File: src/rtl/lsra_pkg.sv
// Shared types and constants for the linear scan register assigner.
`default_nettype none

package lsra_pkg;

    // Register file and field sizing
    localparam int NUM_REGS   = 7;
    localparam int NUM_CALLEE = 5;
    localparam int POS_BITS   = 16;
    localparam int INDEX_BITS = 16;
    localparam int REG_BITS   = 3;
    localparam int SLOT_BITS  = $clog2(NUM_REGS);
    localparam int CNT_BITS   = $clog2(NUM_REGS + 1);

    // Register code that marks a spilled interval
    localparam logic [REG_BITS-1:0] SPILL_CODE = REG_BITS'(NUM_REGS);

    // Registers below NUM_CALLEE are callee-saved
    localparam logic [NUM_REGS-1:0] CALLEE_MASK = NUM_REGS'((1 << NUM_CALLEE) - 1);

    typedef struct packed {
        logic [POS_BITS-1:0] start_pos;
        logic [POS_BITS-1:0] end_pos;
        logic                last_interval;
    } lsra_in_t;

    typedef struct packed {
        logic [INDEX_BITS-1:0] interval_index;
        logic [REG_BITS-1:0]   assigned_reg;
        logic                  victim_valid;
        logic [INDEX_BITS-1:0] victim_index;
        logic                  callee_saved_used;
    } lsra_out_t;

endpackage

`default_nettype wire

File: src/rtl/linear_scan_register_assigner.sv
// Linear scan register assigner: sequencer, active list and free-register stack.
// Usage: live intervals enter on the item channel (item_valid / item_stall /
// item), sorted by start position. Each item yields exactly one result on the
// result channel (result_valid / result_stall / result): the interval's
// sequence number, its register or the spill code, an optional victim whose
// register was taken, and a flag for callee-saved register use so far.
// One item is worked at a time. A single compare unit walks the active list:
// the retire pass reads one entry per cycle and, after each retired entry,
// moves the last entry into the retired slot before rechecking it; when no
// register is free, a victim search walks the list once more, one entry per
// cycle. After acceptance an item passes the retire pass, the allocation
// state, the victim search if needed and the final state, which loads the
// output register; item_stall is high while one is in work. A finished
// result sits in an output register, so the next item is accepted while it
// waits; a stalled result holds until taken, and the sequencer waits in its
// final state only if a second result is ready.
// Reset (rst_n low) empties the active list, refills the free stack with
// register 0 on top, and clears use flags and the sequence counter. An item
// with last_interval set restores that same state after its result.
`default_nettype none

module linear_scan_register_assigner (
    input  wire logic              clk,
    input  wire logic              rst_n,
    input  wire logic              item_valid,
    output logic                   item_stall,
    input  lsra_pkg::lsra_in_t     item,
    output logic                   result_valid,
    input  wire logic              result_stall,
    output lsra_pkg::lsra_out_t    result
);

    import lsra_pkg::*;

    typedef enum logic [2:0] {
        ST_IDLE,
        ST_EXP_CHK,
        ST_EXP_MOVE,
        ST_ALLOC,
        ST_SEARCH,
        ST_DONE
    } state_t;

    typedef struct packed {
        logic [INDEX_BITS-1:0] seq;
        logic [POS_BITS-1:0]   end_p;
        logic [REG_BITS-1:0]   phys;
    } act_t;

    state_t                state_reg;
    act_t                  act_list_reg [NUM_REGS];
    logic [REG_BITS-1:0]   free_stack_reg [NUM_REGS];
    logic [CNT_BITS-1:0]   act_count_reg;
    logic [CNT_BITS-1:0]   free_count_reg;
    logic [NUM_REGS-1:0]   used_reg;
    logic [INDEX_BITS-1:0] item_count_reg;
    logic [CNT_BITS-1:0]   scan_reg;
    logic [POS_BITS-1:0]   start_reg;
    logic [POS_BITS-1:0]   end_reg;
    logic                  last_reg;
    logic [INDEX_BITS-1:0] seq_reg;
    logic [REG_BITS-1:0]   asg_reg;
    logic                  vvalid_reg;
    logic [INDEX_BITS-1:0] vidx_reg;
    logic [POS_BITS-1:0]   latest_reg;
    logic [SLOT_BITS-1:0]  slot_reg;
    logic                  found_reg;
    logic [INDEX_BITS-1:0] cand_seq_reg;
    logic [REG_BITS-1:0]   cand_phys_reg;
    logic                  out_valid_reg;
    lsra_out_t             out_item_reg;

    logic [SLOT_BITS-1:0]  rd_idx;
    act_t                  rd_ent;
    logic                  scan_live;
    logic [CNT_BITS-1:0]   fc_m1;
    logic [REG_BITS-1:0]   pop_phys;
    logic                  wr_en;
    logic [SLOT_BITS-1:0]  wr_idx;
    act_t                  wr_ent;
    logic                  accept;
    logic                  out_free;
    logic [POS_BITS-1:0]   cmp_a;
    logic [POS_BITS-1:0]   cmp_b;
    logic                  cmp_gt;

    // Handshake
    assign accept       = item_valid && (state_reg == ST_IDLE);
    assign item_stall   = (state_reg != ST_IDLE);
    assign result_valid = out_valid_reg;
    assign result       = out_item_reg;
    assign out_free     = !out_valid_reg || !result_stall;

    // Single read port of the active list
    assign rd_idx    = (state_reg == ST_EXP_MOVE) ? act_count_reg[SLOT_BITS-1:0]
                                                  : scan_reg[SLOT_BITS-1:0];
    assign rd_ent    = act_list_reg[rd_idx];
    assign scan_live = (scan_reg < act_count_reg);

    // Shared compare unit: start past end while retiring, end past latest while searching
    assign cmp_a  = (state_reg == ST_SEARCH) ? rd_ent.end_p : start_reg;
    assign cmp_b  = (state_reg == ST_SEARCH) ? latest_reg : rd_ent.end_p;
    assign cmp_gt = (cmp_a > cmp_b);

    // Top of the free stack
    assign fc_m1    = free_count_reg - CNT_BITS'(1);
    assign pop_phys = free_stack_reg[fc_m1[SLOT_BITS-1:0]];

    // Single write port of the active list
    always_comb
    begin
        wr_en  = 1'b0;
        wr_idx = scan_reg[SLOT_BITS-1:0];
        wr_ent = rd_ent;
        case (state_reg)
            ST_EXP_MOVE:
            begin
                wr_en = 1'b1;
            end
            ST_ALLOC:
            begin
                wr_idx = act_count_reg[SLOT_BITS-1:0];
                wr_ent = '{seq: seq_reg, end_p: end_reg, phys: pop_phys};
                wr_en  = (free_count_reg != '0) && (act_count_reg < CNT_BITS'(NUM_REGS));
            end
            ST_SEARCH:
            begin
                wr_idx = slot_reg;
                wr_ent = '{seq: seq_reg, end_p: end_reg, phys: cand_phys_reg};
                wr_en  = !scan_live && found_reg;
            end
            default:
            begin
                wr_en = 1'b0;
            end
        endcase
    end

    // Active list storage
    always_ff @(posedge clk)
    begin
        if (wr_en)
        begin
            act_list_reg[wr_idx] <= wr_ent;
        end
    end

    // Sequencer, bookkeeping and output register
    always_ff @(posedge clk or negedge rst_n)
    begin
        if (!rst_n)
        begin
            state_reg      <= ST_IDLE;
            act_count_reg  <= '0;
            free_count_reg <= CNT_BITS'(NUM_REGS);
            for (int k = 0; k < NUM_REGS; k++)
            begin
                free_stack_reg[k] <= REG_BITS'(NUM_REGS - 1 - k);
            end
            used_reg       <= '0;
            item_count_reg <= '0;
            scan_reg       <= '0;
            start_reg      <= '0;
            end_reg        <= '0;
            last_reg       <= 1'b0;
            seq_reg        <= '0;
            asg_reg        <= SPILL_CODE;
            vvalid_reg     <= 1'b0;
            vidx_reg       <= '0;
            latest_reg     <= '0;
            slot_reg       <= '0;
            found_reg      <= 1'b0;
            cand_seq_reg   <= '0;
            cand_phys_reg  <= '0;
            out_valid_reg  <= 1'b0;
            out_item_reg   <= '0;
        end
        else
        begin
            // Drop a result once taken
            if (out_valid_reg && !result_stall && (state_reg != ST_DONE))
            begin
                out_valid_reg <= 1'b0;
            end

            case (state_reg)
                ST_IDLE:
                begin
                    if (accept)
                    begin
                        start_reg  <= item.start_pos;
                        end_reg    <= item.end_pos;
                        last_reg   <= item.last_interval;
                        seq_reg    <= item_count_reg;
                        if (item_count_reg != '1)
                        begin
                            item_count_reg <= item_count_reg + INDEX_BITS'(1);
                        end
                        scan_reg   <= '0;
                        asg_reg    <= SPILL_CODE;
                        vvalid_reg <= 1'b0;
                        vidx_reg   <= '0;
                        state_reg  <= ST_EXP_CHK;
                    end
                end

                // Retire entries that ended before the new start
                ST_EXP_CHK:
                begin
                    if (!scan_live)
                    begin
                        state_reg <= ST_ALLOC;
                    end
                    else if (cmp_gt)
                    begin
                        if (free_count_reg < CNT_BITS'(NUM_REGS))
                        begin
                            free_stack_reg[free_count_reg[SLOT_BITS-1:0]] <= rd_ent.phys;
                            free_count_reg <= free_count_reg + CNT_BITS'(1);
                        end
                        act_count_reg <= act_count_reg - CNT_BITS'(1);
                        state_reg     <= ST_EXP_MOVE;
                    end
                    else
                    begin
                        scan_reg <= scan_reg + CNT_BITS'(1);
                    end
                end

                // Last entry moves into the retired slot; recheck that slot
                ST_EXP_MOVE:
                begin
                    state_reg <= ST_EXP_CHK;
                end

                // Pop a free register, or start the victim search
                ST_ALLOC:
                begin
                    if (free_count_reg != '0)
                    begin
                        free_count_reg     <= fc_m1;
                        asg_reg            <= pop_phys;
                        used_reg[pop_phys] <= 1'b1;
                        if (act_count_reg < CNT_BITS'(NUM_REGS))
                        begin
                            act_count_reg <= act_count_reg + CNT_BITS'(1);
                        end
                        state_reg <= ST_DONE;
                    end
                    else
                    begin
                        scan_reg   <= '0;
                        latest_reg <= end_reg;
                        found_reg  <= 1'b0;
                        slot_reg   <= '0;
                        state_reg  <= ST_SEARCH;
                    end
                end

                // Find the first entry with the strictly latest end past the new interval's end
                ST_SEARCH:
                begin
                    if (scan_live)
                    begin
                        if (cmp_gt)
                        begin
                            latest_reg    <= rd_ent.end_p;
                            slot_reg      <= scan_reg[SLOT_BITS-1:0];
                            found_reg     <= 1'b1;
                            cand_seq_reg  <= rd_ent.seq;
                            cand_phys_reg <= rd_ent.phys;
                        end
                        scan_reg <= scan_reg + CNT_BITS'(1);
                    end
                    else
                    begin
                        if (found_reg)
                        begin
                            asg_reg    <= cand_phys_reg;
                            vvalid_reg <= 1'b1;
                            vidx_reg   <= cand_seq_reg;
                        end
                        state_reg <= ST_DONE;
                    end
                end

                // Hand the result to the output register
                ST_DONE:
                begin
                    if (out_free)
                    begin
                        out_valid_reg                  <= 1'b1;
                        out_item_reg.interval_index    <= seq_reg;
                        out_item_reg.assigned_reg      <= asg_reg;
                        out_item_reg.victim_valid      <= vvalid_reg;
                        out_item_reg.victim_index      <= vidx_reg;
                        out_item_reg.callee_saved_used <= |(used_reg & CALLEE_MASK);
                        if (last_reg)
                        begin
                            act_count_reg  <= '0;
                            free_count_reg <= CNT_BITS'(NUM_REGS);
                            for (int k = 0; k < NUM_REGS; k++)
                            begin
                                free_stack_reg[k] <= REG_BITS'(NUM_REGS - 1 - k);
                            end
                            used_reg       <= '0;
                            item_count_reg <= '0;
                        end
                        state_reg <= ST_IDLE;
                    end
                end

                default:
                begin
                    state_reg <= ST_IDLE;
                end
            endcase
        end
    end

endmodule

`default_nettype wire
File: config.mk
export PLATFORM = sky130hd
export DESIGN_NAME = linear_scan_register_assigner
export DESIGN_NICKNAME = d
export VERILOG_FILES = /design/src/rtl/lsra_pkg.sv /design/src/rtl/linear_scan_register_assigner.sv
export SDC_FILE = /design/constraint.sdc
export NUM_CORES = 1
export LEC_CHECK = 0
export ABC_AREA = 1
export BUFFER_PORTS_ARGS = -buffer_cell sky130_fd_sc_hd__buf_2
export CAP_MARGIN = 5
export CORE_UTILIZATION = 61
export DETAILED_ROUTE_END_ITERATION = 16
export PLACE_DENSITY = 0.86
export REMOVE_ABC_BUFFERS = 1
export SYNTH_ARGS = -nofsm -noshare
export SYNTH_HDL_FRONTEND = slang
export SYNTH_SLANG_ARGS = --single-unit
File: constraint.sdc
create_clock -name clk -period 7.9 [get_ports clk]
set_input_delay 1.185 -clock clk [delete_from_list [all_inputs] [get_ports clk]]
set_output_delay 1.185 -clock clk [all_outputs]
set_load 0.05 [all_outputs]
==> metrics.txt <==
# TYPE chip_impl_metric gauge
chip_impl_info{name="outcome",value="completed"} 1
chip_impl_metric{name="fin_worst_skew",unit="ns"} 0.02205
chip_impl_info{name="worst_hold_path_type",value="register to register"} 1
chip_impl_metric{name="flip_flop_count_of_the_largest_register_after_layout",unit=""} 245
chip_impl_info{name="cp-end-kind",value="register"} 1
chip_impl_metric{name="drt.antenna.violating_nets",unit=""} 0
chip_impl_metric{name="clkTransAtPathRegs",unit="ns"} 0.06
chip_impl_metric{name="postCtsSetupBuffers",unit=""} 0
chip_impl_metric{name="synth-seq-area-share",unit=""} 0.6271
chip_impl_metric{name="timing.critical_path.fanout_max",unit=""} 55
chip_impl_info{name="layout.cells.most_common_list",value="sky130_fd_sc_hd__nand2_1 (695), sky130_fd_sc_hd__edfxtp_1 (245), sky130_fd_sc_hd__o21ai_0 (194)"} 1
chip_impl_metric{name="maxClockFrequency",unit="GHz"} 0.1746
chip_impl_metric{name="maxSlewHeadroom",unit=""} 0.2733
chip_impl_metric{name="cts_repair_resize_count",unit=""} 0
chip_impl_metric{name="areaGrowthSynthToFinish",unit="%"} 10.50
chip_impl_metric{name="drt_drc_violations_left",unit=""} 0
chip_impl_metric{name="max_slew.worst_pin.slew",unit="ns"} 1.090
chip_impl_metric{name="power.share.sequential",unit=""} 0.369
chip_impl_metric{name="std_cell_rows",unit=""} 65
chip_impl_metric{name="postSynthRegisterBits",unit=""} 445
chip_impl_metric{name="route.vias.total",unit=""} 15100
chip_impl_metric{name="starting_utilization_of_the_core_area",unit=""} 0.6224
chip_impl_metric{name="grt_max_degree",unit=""} 100
chip_impl_metric{name="synth_edf_count",unit=""} 245
chip_impl_metric{name="synth.cell_area",unit="µm²"} 19740
chip_impl_metric{name="finalMaxSlewViolations",unit=""} 0
chip_impl_metric{name="dpl.hpwl",unit="µm"} 27420
chip_impl_metric{name="asyncSetResetFlopFracSynth",unit=""} 0.4494
chip_impl_metric{name="grt_pass1_wl",unit="µm"} 76200
chip_impl_info{name="clock_tree_from_tritoncts",value="yes"} 1
chip_impl_metric{name="power_density",unit="nW/µm²"} 479.3
chip_impl_metric{name="stdcell_count",unit=""} 2542
chip_impl_metric{name="antenna_found_initial",unit=""} 0
chip_impl_metric{name="gpl.final_weighted_congestion",unit=""} 0.8831
chip_impl_metric{name="final-hold-violation-count",unit=""} 0
chip_impl_metric{name="grt_pass1_vias",unit=""} 14980
chip_impl_metric{name="fillers",unit=""} 2209
chip_impl_metric{name="nets",unit=""} 2167
chip_impl_metric{name="drive_above_1_share",unit=""} 0.1047
chip_impl_metric{name="comb_power_share",unit=""} 0.431
chip_impl_metric{name="htree_levels",unit=""} 2
chip_impl_metric{name="clockPowerShare",unit=""} 0.200
chip_impl_metric{name="die_height",unit="µm"} 181.9
chip_impl_metric{name="dr.first_iter.drc_count",unit=""} 2055
chip_impl_metric{name="p_int",unit="mW"} 5.962
chip_impl_metric{name="syn-instance-count",unit=""} 2057
chip_impl_metric{name="n_antenna_cell",unit=""} 0
chip_impl_info{name="grt_setup_unrepaired",value="no"} 1
chip_impl_metric{name="power.net_switching",unit="mW"} 4.494
chip_impl_metric{name="swShare",unit=""} 0.4298
chip_impl_info{name="cts_root_buffer",value="sky130_fd_sc_hd__clkbuf_16"} 1
chip_impl_metric{name="total_power_draw",unit="mW"} 10.46
chip_impl_metric{name="cts-hold-fix-buffers",unit=""} 0
chip_impl_metric{name="detail_route.vias_per_cell",unit=""} 5.939
chip_impl_metric{name="die_footprint",unit="µm²"} 33090
chip_impl_metric{name="yosys_warnings",unit=""} 0
chip_impl_metric{name="fp.dieW",unit="µm"} 181.9
chip_impl_metric{name="worst_ir_drop_on_vdd",unit="mV"} 0.2791
chip_impl_metric{name="grt_util_all_layers",unit=""} 0.2921
chip_impl_metric{name="gr-total-overflow",unit=""} 0
chip_impl_info{name="synth-main-ff-cell",value="sky130_fd_sc_hd__edfxtp_1"} 1
chip_impl_metric{name="clock_latency_of_the_later_clocked_register_in_the_worst_skew_pair",unit="ns"} 0.55
chip_impl_metric{name="critical_path_required",unit="ns"} 8.37
chip_impl_metric{name="synthesized_area_divided_by_synthesized_cell_count",unit="µm²"} 9.597
chip_impl_metric{name="static-leakage-power",unit="nW"} 9.482
chip_impl_metric{name="floorplan.io_pins",unit=""} 76
chip_impl_metric{name="timing.final.crit_share",unit=""} 0.7249
chip_impl_metric{name="finalSetupTns",unit="ns"} 0
chip_impl_metric{name="wl_per_cell",unit="µm"} 18.65
chip_impl_metric{name="setup-violations-final",unit=""} 0
chip_impl_metric{name="max_cap_viols",unit=""} 0
chip_impl_metric{name="cts_inserted_buffers",unit=""} 45
chip_impl_metric{name="cts_num_sinks",unit=""} 445
chip_impl_metric{name="period_minus_slack",unit="ns"} 5.727
chip_impl_metric{name="post-place-cells",unit=""} 2459
chip_impl_metric{name="cts_max_path_buffers",unit=""} 3
chip_impl_metric{name="routed_wl",unit="µm"} 47410
chip_impl_metric{name="drt_pre_antenna_iters",unit=""} 6
chip_impl_info{name="timing_worst_setup_path_type",value="register to register"} 1
chip_impl_metric{name="io_buffers",unit=""} 75
chip_impl_info{name="crit_path_start_kind",value="register"} 1
chip_impl_info{name="layout.cells.most_common",value="sky130_fd_sc_hd__nand2_1"} 1
chip_impl_metric{name="ys_types",unit=""} 47
chip_impl_metric{name="worst-endpoint-arrival",unit="ns"} 6.20
chip_impl_metric{name="design.core.area",unit="µm²"} 31720
-- worst max-delay path: stages (launching register included) --
cell                      delay [ns]
sky130_fd_sc_hd__dfrtp_1        0.48
sky130_fd_sc_hd__inv_4          0.16
sky130_fd_sc_hd__nand3_4        0.14
sky130_fd_sc_hd__nand2_1        0.13
sky130_fd_sc_hd__nand2_4        0.32
sky130_fd_sc_hd__inv_2          0.92
sky130_fd_sc_hd__buf_4          0.57
sky130_fd_sc_hd__nand2_1        0.15
sky130_fd_sc_hd__nand3_1        0.13
sky130_fd_sc_hd__nand2_1        0.11
sky130_fd_sc_hd__nand3_1        0.13
sky130_fd_sc_hd__o21ai_0        0.11
sky130_fd_sc_hd__ha_1           0.32
sky130_fd_sc_hd__nand2_1        0.06
sky130_fd_sc_hd__nand2_1        0.06
sky130_fd_sc_hd__nand2_1        0.06
sky130_fd_sc_hd__a21oi_1        0.17
sky130_fd_sc_hd__nor2_1         0.09
sky130_fd_sc_hd__nand2_1        0.09
sky130_fd_sc_hd__nand2_1        0.17
sky130_fd_sc_hd__nand2_1        0.12
sky130_fd_sc_hd__nand3_2        0.40
sky130_fd_sc_hd__inv_2          0.54
sky130_fd_sc_hd__nand2_1        0.14
sky130_fd_sc_hd__nand2_1        0.09
-- per-stage QoR --
stage                     setup slack (ns)    util  hold slack (ns)  cell area [µm²]
after floorplan                      2.362       -           0.4370            19270
after global placement               2.805  0.6420           0.4535            20360
final                                2.173  0.6878           0.4715            21810
after detailed placement             2.621  0.6420           0.4595            20360
after global routing                 1.799  0.6878           0.4902            21810
after CTS                            2.344  0.6878           0.4709            21810
-- layout make-up --
| type | count | area [µm²] | share of cell area |
|---|---|---|---|
| Sequential cell | 445 | 12380 | 0.5675 |
| Multi-Input combinational cell | 1371 | 6397 | 0.2933 |
| Clock buffer | 67 | 1280 | 0.05868 |
| Inverter | 147 | 554.3 | 0.02541 |
| Timing Repair Buffer | 94 | 526.8 | 0.02415 |
| Tap cell | 402 | 503.0 | 0.02306 |
| Clock inverter | 16 | 172.7 | 0.007915 |
-- path summary, 6_finish.rpt --
kind                                     startpoint                    endpoint  slack (ns)  depth (start not counted)
max                        state_reg[2]$_DFFE_PN0P_  latest_reg[14]$_DFFE_PN0P_        2.17                         24
min in group asynchronous                     rst_n       result[7]$_DFFE_PN0P_        0.74                          1
max in group asynchronous                     rst_n     end_reg[15]$_DFFE_PN0P_        5.86                          2
max reg2reg                state_reg[2]$_DFFE_PN0P_  latest_reg[14]$_DFFE_PN0P_        2.17                         24
min reg2reg                start_reg[4]$_DFFE_PN0P_    start_reg[4]$_DFFE_PN0P_        0.47                          2
min                        start_reg[4]$_DFFE_PN0P_    start_reg[4]$_DFFE_PN0P_        0.47                          2
-- cells in the mapped netlist, types with 6 or more instances --
master                      count  area, µm²
sky130_fd_sc_hd__dfstp_2       15      394.1
sky130_fd_sc_hd__nor2_1       139      521.8
sky130_fd_sc_hd__buf_1         12      45.04
sky130_fd_sc_hd__o21ai_1       62      310.3
sky130_fd_sc_hd__clkbuf_1      34      127.6
sky130_fd_sc_hd__a21oi_1       20      100.1
sky130_fd_sc_hd__buf_2         31      155.2
sky130_fd_sc_hd__dfrtp_1      185       4629
sky130_fd_sc_hd__nand2_1      695       2609
sky130_fd_sc_hd__nor2_4         6      67.56
sky130_fd_sc_hd__inv_2         17      63.81
sky130_fd_sc_hd__o21ai_0      194      970.9
sky130_fd_sc_hd__edfxtp_1     245       7357
sky130_fd_sc_hd__nand4_1       11      68.82
sky130_fd_sc_hd__ha_1          25      312.8
sky130_fd_sc_hd__o22ai_1       18      112.6
sky130_fd_sc_hd__inv_1        128      480.5
sky130_fd_sc_hd__nand3_1      119      595.6
sky130_fd_sc_hd__xor2_1         7      61.31
sky130_fd_sc_hd__nor3_1        12      60.06
sky130_fd_sc_hd__buf_4         12      90.09
sky130_fd_sc_hd__o2bb2ai_1     16      140.1
-- power by group through the flow --
stage | clock network [mW] | registers [mW] | logic [mW]
after detailed placement | 0 | 3.88 | 4.32
final | 2.09 | 3.86 | 4.50
after CTS | 2.11 | 3.85 | 4.42
after global placement | 0 | 3.86 | 4.11
after floorplan | 0 | 4.10 | 2.80
after global routing | 2.20 | 3.91 | 4.96
-- per-layer routing --
layer  vias up  global-route usage  wire length (µm)
met2       827              0.4894             23390
met3       135             0.04874              4432
li1       6943                   -                 -
met4         0              0.1176              1431
met1      7191              0.3824             18150
met5         -                   0                 0
-- kinds of logic after synthesis --
family,synth area share
adder cells (fa/ha/maj),0.01686
AO/OA/AOI/OAI,0.09146
XOR/XNOR,0.004437
flip-flops,0.6271
AND/OR/NAND/NOR,0.2080
buffers and inverters,0.05210
Note: power is estimated with default switching activity, not from simulation.
